===== config.mk =====
export PLATFORM = sky130hd
export DESIGN_NAME = scc_redraw
export DESIGN_NICKNAME = d
export VERILOG_FILES = /design/src/slime_chunk_check_defines.svh /design/src/scc_pkg.sv /design/src/scc_redraw.sv
export SDC_FILE = /design/constraint.sdc
export NUM_CORES = 2
export LEC_CHECK = 0
export BUFFER_PORTS_ARGS = -buffer_cell sky130_fd_sc_hd__buf_2
export CAP_MARGIN = 0
export CORE_ASPECT_RATIO = 0.5
export CORE_MARGIN = 5
export CORE_UTILIZATION = 35
export CTS_CLUSTER_SIZE = 28
export DETAILED_ROUTE_END_ITERATION = 6
export PLACE_DENSITY = 0.49
export SLEW_MARGIN = 15
export SYNTH_ARGS = -nofsm -noshare
export SYNTH_HDL_FRONTEND = slang
export SYNTH_SLANG_ARGS = --single-unit

===== constraint.sdc =====
create_clock -name clk -period 16.1 [get_ports clk]
set_input_delay 3.22 -clock clk [delete_from_list [all_inputs] [get_ports clk]]
set_output_delay 3.22 -clock clk [all_outputs]
set_load 0.02 [all_outputs]

===== src/slime_chunk_check_defines.svh =====
// ----------------------------------------------------------------------------
// Slime chunk check: assertion macros
// Shared assertion wrappers; defining ASSERT_OFF removes every check.
// ----------------------------------------------------------------------------
`ifndef SLIME_CHUNK_CHECK_DEFINES_SVH
`define SLIME_CHUNK_CHECK_DEFINES_SVH

`ifndef ASSERT_OFF
// Check on every rising edge, ignored while reset is asserted.
`define SCC_ASSERT(lbl, clk, rst_n, prop, msg) \
  lbl: assert property (@(posedge clk) disable iff (!rst_n) prop) else $error(msg);
// Check on every rising edge, reset included.
`define SCC_ASSERT_RST(lbl, clk, prop, msg) \
  lbl: assert property (@(posedge clk) prop) else $error(msg);
`else
`define SCC_ASSERT(lbl, clk, rst_n, prop, msg)
`define SCC_ASSERT_RST(lbl, clk, prop, msg)
`endif

`endif


===== src/scc_pkg.sv =====
// ----------------------------------------------------------------------------
// Slime chunk check package
// Constants, types and generator step helpers shared by the pipeline.
// ----------------------------------------------------------------------------
`default_nettype none

package scc_pkg;

  // Seed mixing constants.
  localparam logic [31:0] XX_MUL     = 32'd4987142;
  localparam logic [31:0] X_MUL      = 32'd5947611;
  localparam logic [22:0] ZZ_MUL     = 23'd4392871;
  localparam logic [31:0] Z_MUL      = 32'd389711;
  localparam logic [47:0] CHUNK_XOR  = 48'd987234911;

  // 48-bit linear congruential generator.
  localparam logic [47:0] LCG_MUL    = 48'h0005_DEEC_E66D;
  localparam logic [23:0] LCG_MUL_LO = 24'hECE66D;
  localparam logic [10:0] LCG_MUL_HI = 11'h5DE;
  localparam logic [47:0] LCG_ADD    = 48'hB;

  // Draws at or above this limit are rejected and drawn again.
  localparam logic [30:0] DRAW_LIMIT = 31'd2147483640;

  // Reciprocal of ten for a 31-bit dividend: q = (n * RECIP10) >> RECIP10_SH.
  localparam logic [31:0] RECIP10    = 32'hCCCC_CCCD;
  localparam int          RECIP10_SH = 35;

  // Partial products of one generator step, split at bit 24.
  typedef struct packed {
    logic [47:0] p0;  // low half times low multiplier half
    logic [23:0] p1;  // high half times low multiplier half, low bits
    logic [23:0] p2;  // low half times high multiplier half, low bits
  } lcg_pp_t;

  // Status of the redraw unit towards the top level.
  typedef struct packed {
    logic busy;     // holding an item whose draw was rejected
    logic add_ph;   // in the summing half of a redraw step
  } scc_rd_stat_t;

  // First half of a generator step: the three partial products.
  function automatic lcg_pp_t lcg_pp(input logic [47:0] st);
    lcg_pp_t pp;
    pp.p0 = {24'b0, st[23:0]} * {24'b0, LCG_MUL_LO};
    pp.p1 = st[47:24] * LCG_MUL_LO;
    pp.p2 = st[23:0] * {13'b0, LCG_MUL_HI};
    return pp;
  endfunction

  // Second half of a generator step: state * multiplier + addend, 48-bit wrap.
  function automatic logic [47:0] lcg_sum(input lcg_pp_t pp);
    logic [23:0] mid;
    mid = pp.p1 + pp.p2;
    return pp.p0 + {mid, 24'b0} + LCG_ADD;
  endfunction

endpackage

`default_nettype wire


===== src/scc_redraw.sv =====
// ----------------------------------------------------------------------------
// Slime chunk check: draw check and redraw unit
// Holds one generator state, accepts its draw or steps it again until the
// draw falls below the limit. Each redraw forms partial products, then sums.
// ----------------------------------------------------------------------------
`default_nettype none

module scc_redraw
  import scc_pkg::*;
(
  input  wire logic         clk,
  input  wire logic         rst_n,
  input  wire logic         in_valid,
  output logic              in_ready,
  input  wire logic [47:0]  in_state,
  output logic              out_valid,
  input  wire logic         out_ready,
  output logic [30:0]       out_draw,
  output scc_rd_stat_t      stat
);

  localparam logic PH_MUL = 1'b0;
  localparam logic PH_ADD = 1'b1;

  logic        v_r;
  logic        ph_r;
  logic [47:0] st_r;
  lcg_pp_t     pp_r;
  logic [30:0] draw;
  logic        reject;

  // The draw is the top 31 bits of the current state.
  assign draw      = st_r[47:17];
  assign reject    = (draw >= DRAW_LIMIT);
  assign out_valid = v_r && !reject;
  assign out_draw  = draw;
  assign in_ready  = !v_r || (!reject && out_ready);

  assign stat.busy   = v_r && reject;
  assign stat.add_ph = (ph_r == PH_ADD);

  // Valid and phase control.
  always_ff @(posedge clk) begin
    if (!rst_n) begin
      v_r  <= 1'b0;
      ph_r <= PH_MUL;
    end else begin
      if (in_ready) begin
        v_r <= in_valid;
      end
      if (v_r && reject) begin
        ph_r <= (ph_r == PH_MUL) ? PH_ADD : PH_MUL;
      end
    end
  end

  // State load and generator step (products, then sum) for a rejected draw.
  always_ff @(posedge clk) begin
    if (in_ready) begin
      st_r <= in_state;
    end else if (v_r && reject) begin
      unique case (ph_r)
        PH_MUL: begin
          pp_r <= lcg_pp(st_r);
        end
        PH_ADD: begin
          st_r <= lcg_sum(pp_r);
        end
        default: begin
          st_r <= st_r;
        end
      endcase
    end
  end

endmodule

`default_nettype wire


---- Word-level counts from Yosys, hierarchy flattened ----
Index checks and enable logic that the tools add are counted.
cells by class
  add/subtract/negate cells ............... 3
  multipliers ............................. 3
  $lt $le $gt $ge ......................... 1
  muxes and demuxes ....................... 4
  bitwise operators ....................... 2
  reductions and logical operators ........ 10
operator list
  cell                      count
  $mux W48                  3
  $add A48 B4 Y48 const B   1
  $add A48 B48 Y48          1
  $mul A24 B24 Y48 const B  1
  $ge A31 B31 Y1 const B    1
  $add A24 B24 Y24          1
  $mul A24 B10 Y23 const B  1
  $mul A24 B22 Y24 const B  1
  $reduce_bool A2 Y1        2
  $logic_and A1 B1 Y1       3
  $reduce_and A3 Y1         1
  $logic_not A1 Y1          2
  $not A1 Y1                2
  $reduce_and A2 Y1         1
  $logic_or A1 B1 Y1        1
  $mux W1                   1
storage, ports and cells
  bits in registers ....................... 145
  input bits .............................. 52
  output and inout port bits .............. 35

---- Depth between registers and ports, before layout ----
  depth in word-level cells ............... 6
  gate-level depth with buffers ........... 24
  gate-level depth less buffers ........... 24

---- Worst setup path before layout ----
OpenSTA, ideal clock, no wires.
  path type ............................... input to output
  start point ............................. input port out_ready
  end point ............................... output port in_ready
  arrival ................................. 4.218 ns
  path slack .............................. 8.662 ns
  stages on the path ...................... 5
  path buffers ............................ 2
  path through ............................ nand2_1 > and2_0 > inv_1 > clkbuf_1 > clkbuf_1
on the way
  longest elaborated chain between the ends .. 2
ends and longest elaborated chain
  element              line              text
  start: declaration   scc_redraw.sv:17  input wire logic out_ready,
  $logic_and A1 B1 Y1  scc_redraw.sv:37  assign in_ready = !v_r || (!reject && out_ready);
  $logic_or A1 B1 Y1   scc_redraw.sv:37
  end: declaration     scc_redraw.sv:14  output logic in_ready,
No other way between the ends.

---- Final worst setup path ----
  start point ............................. register st_r[9]
  end point ............................... register pp_r[94] in the netlist's numbering, data pin
on the way
  longest elaborated chain between the ends .. 1
ends and longest elaborated chain
  element                   line              text
  start: declaration        scc_redraw.sv:27  logic [47:0] st_r;
  start signal: assignment  scc_redraw.sv:60  st_r <= in_state;
  start signal: assignment  scc_redraw.sv:67  st_r <= lcg_sum(pp_r);
  start signal: assignment  scc_redraw.sv:70  st_r <= st_r;
  $mul A24 B24 Y48          scc_pkg.sv:45     pp.p0 = {24'b0, st[23:0]} * {24'b0, LCG_MUL_LO};
  end signal: assignment    scc_redraw.sv:64  pp_r <= lcg_pp(st_r);
  end: declaration          scc_redraw.sv:28  lcg_pp_t pp_r;
No other way between the ends.
A chain may end at the register's enable or synchronous reset.

==> summary.md <==
| Metric | Value |
|---|---|
| Reg2Reg Setup Slack | 8.44 ns |
| CTS Buffer Depth | 2 |
| Max_cap viols | 0 |
| Detailed router's first-iteration violation count | 1,204 |
| Post-Synthesis Cells | 2,605 |
| Post-synth top area share | 0.3376 |
| CTS tree | built |
| CP Launch Point | st_r[9]$_DFFE_PP_ |
| Final hold violations | 0 |
| Worst setup endpoint | pp_r[94]$_DFFE_PP_ |
| H-tree lvl count | 4 |
| DRT Wirelength | 80,180 um |
| Avg Cell Area, Syn | 10.33 um^2 |
| Die area | 82,900 um^2 |
| Min Tclk post-route | 7.656 ns |
| Syn-to-layout area delta | 7.761% |
| Worst rel slew slack | 0.2582 |
| Fmax | 0.1306 GHz |
| Hpwl dp | 71,200 um |
| Largest net degree at the start of global routing | 94 |
| Crit path cell chain | ha_1 > fa_1 > ha_1 > ha_1 > fa_1 > inv_1 > fa_1 > inv_1 > fa_1 > ha_1 > a211oi_1 > a21oi_1 > nor3_1 > a21oi_1 > o21ai_0 > nand3_1 > a31oi_1 > o21ai_0 > a311o_1 |
| 1st-pass router iterations | 5 |
| Compound-Gate Fraction of Synth Area | 0.08547 |
| CP endpoint kind | flop |
| Setup bufs post-CTS | 0 |
| IO Count | 87 |
| Slowest stage delay, CP | 0.85 ns |
| Post-synthesis sequential element count | 144 |
| Hold_buf cts | 0 |
| CTS Sinks | 144 |
| Tot GR Track Use | 0.1978 |
| Final setup TNS | 0 ns |
| YS warnings | 0 |
| Grt ovf | 0 |
| Antenna viol nets, final | 0 |
| Core area | 75,690 um^2 |
| Final slew viol count | 0 |
| Area leader, netlist | fa_1 |
| Synth Area in XOR/XNOR | 0.05433 |
| Post-synthesis sequential area ratio | 0.1599 |
| Fin nets | 3,606 |
| Die X | 402.2 um |
| Post-Synth Simple-Gate Area | 0.05591 |
| Worst slew pin tran | 1.104 ns |
| Mapped Nets | 3,536 |
| Worst path slowest cell | nor3_1 |
| Mux contribution to synthesized area | 0.0004183 |
| Post-synth EDFFs | 142 |
| Cts repair resizes | 0 |
| CP startpoint kind | flop |
| Drc violations | 0 |
| TritonCTS Buffers | 17 |
| Vias/cell | 4.828 |
| Vias in the first global route | 19,061 |
| Worst Path Required | 16.31 ns |
| Initial Util | 0.3557 |
| Final setup vio count | 0 |
| Share of cells above drive strength 1 | 0.05469 |
| RSZ-0062 raised after global routing | no |
| Hold Crit Class | flop to flop |
| Synth area leaders | fa_1, ha_1, edfxtp_1, inv_1, xnor2_1 |
| Status | completed |
| Crit path kind | flop to flop |
| Main synth FF type | edfxtp_1 |
| Worst-skew pair later-pin latency | 0.45 ns |
| Reg clk slew, reported paths | 0.08 ns |
| Chip height | 206.1 um |
| Root Buffer | clkbuf_16 |
| Hold Crit Start | ph_r$_SDFFE_PN0P_ |
| Skew final | 0.01880 ns |
| Crit path DAT | 7.86 ns |
| FF-to-FF path depth | 19 |
| Crit Path Max Fanout | 9 |
| Adder-cell share of the synthesized area | 0.5351 |
| Ys async rst share | 0 |
| FF-to-FF End | pp_r[94]$_DFFE_PP_ |
| Port Buf Inserts | 86 |
| First-pass GRT wire length | 122,200 um |
| Tcrit/Tclk final | 0.4755 |
| Commonest non-fill, non-tap cell in the layout | inv_1 |
| Most frequent cells in the layout | inv_1, fa_1, ha_1 |
| Vias | 17,918 |
| Mean routed wirelength per cell | 21.61 um |
| GP Congestion | 0.9710 |
| Mapped Area | 26,920 um^2 |
| Initial antenna violation count | 0 |
| FP Rows | 71 |
| Worst R2R Start | st_r[9]$_DFFE_PP_ |
| Largest family of logic cells by synthesized area | adder cells |
| Netlist cell types | 63 |
## per-layer routing
metal	part of all wire	vias to the layer above	track usage
li1	-	8435	-
met1	0.49	9070	0.2892
met2	0.45	372	0.3204
met3	0.045	41	0.02729
met4	0.012	0	0.02964
met5	0	-	0
## worst min-delay path by stage
stage | depth (start not counted) | slack (ns) | to
3_3_place_gp | 2 | 0.60 | ph_r$_SDFFE_PN0P_
3_5_place_dp | 2 | 0.61 | ph_r$_SDFFE_PN0P_
5_1_grt | 2 | 0.67 | ph_r$_SDFFE_PN0P_
4_1_cts | 2 | 0.63 | ph_r$_SDFFE_PN0P_
2_1_floorplan | 0 | 0.51 | pp_r[25]$_DFFE_PP_
6_report | 2 | 0.63 | ph_r$_SDFFE_PN0P_
## stage by stage
stage          std cells  worst slack [ns]  area (um^2)    util  hold WS (ns)
2_1_floorplan       2605             8.662        26920       -        0.5067
3_3_place_gp        3678             8.575        28440  0.3758        0.5998
3_5_place_dp        3678             8.545        28440  0.3758        0.6059
4_1_cts             3710             8.504        29010  0.3833        0.6259
5_1_grt             3710             8.020        29010  0.3833        0.6737
6_report            3711             8.444        29010  0.3833        0.6255
## synthesized netlist by cell type, types with 4 or more instances
master and n:
inv_1 700, fa_1 454, ha_1 425, edfxtp_1 142, xnor2_1 117, nand2_1 102, o21ai_0 96, a21oi_1 92
nor2_1 53, a21o_1 50, xor2_1 50, nand3_1 40, buf_4 32, nor3_1 25, nand4_1 17, clkbuf_1 16
nand2b_1 16, o21a_1 15, nor2b_1 14, o21bai_1 14, or3_1 14, a211oi_1 13, and2_1 12, o211ai_1 9
o31ai_1 8, and3_1 6, nor4_1 6, a21boi_0 5, a31oi_1 5, a41oi_1 4
## final cells by class
type	count	area [um^2]
fill	7557	46680
timing repair buffer	100	535.5
clock buffer	17	425.4
inverter	700	2628
sequential	144	4304
clock inverter	15	141.4
antenna	1	2.502
tap	1022	1279
multi-input combinational	1712	19700
## worst max-delay path: cells and delay by family, from the launching register on
family | cells | cell delay (ns)
AOI/OAI and AO/OA | 7 | 2.13
adders and majority gates | 8 | 3.29
buffers and inverters | 2 | 0.11
DFF | 1 | 0.75
and+or+nand+nor | 2 | 1.12
## registers in the layout, summed over array words and instances, names as in the netlist
signal	cells
pp_r	94
v_r	1
ph_r	1
st_r	48
## logic make-up after synthesis
kind of cell    count (synthesis)
fa+ha+maj                     879
buf+inv                       749
compound gates                351
simple gates                  314
xor+xnor                      167
flops                         144
mux                             1
Power is not shown: default switching activity piles up to over one toggle a cycle in this logic, so the estimate is an artifact.
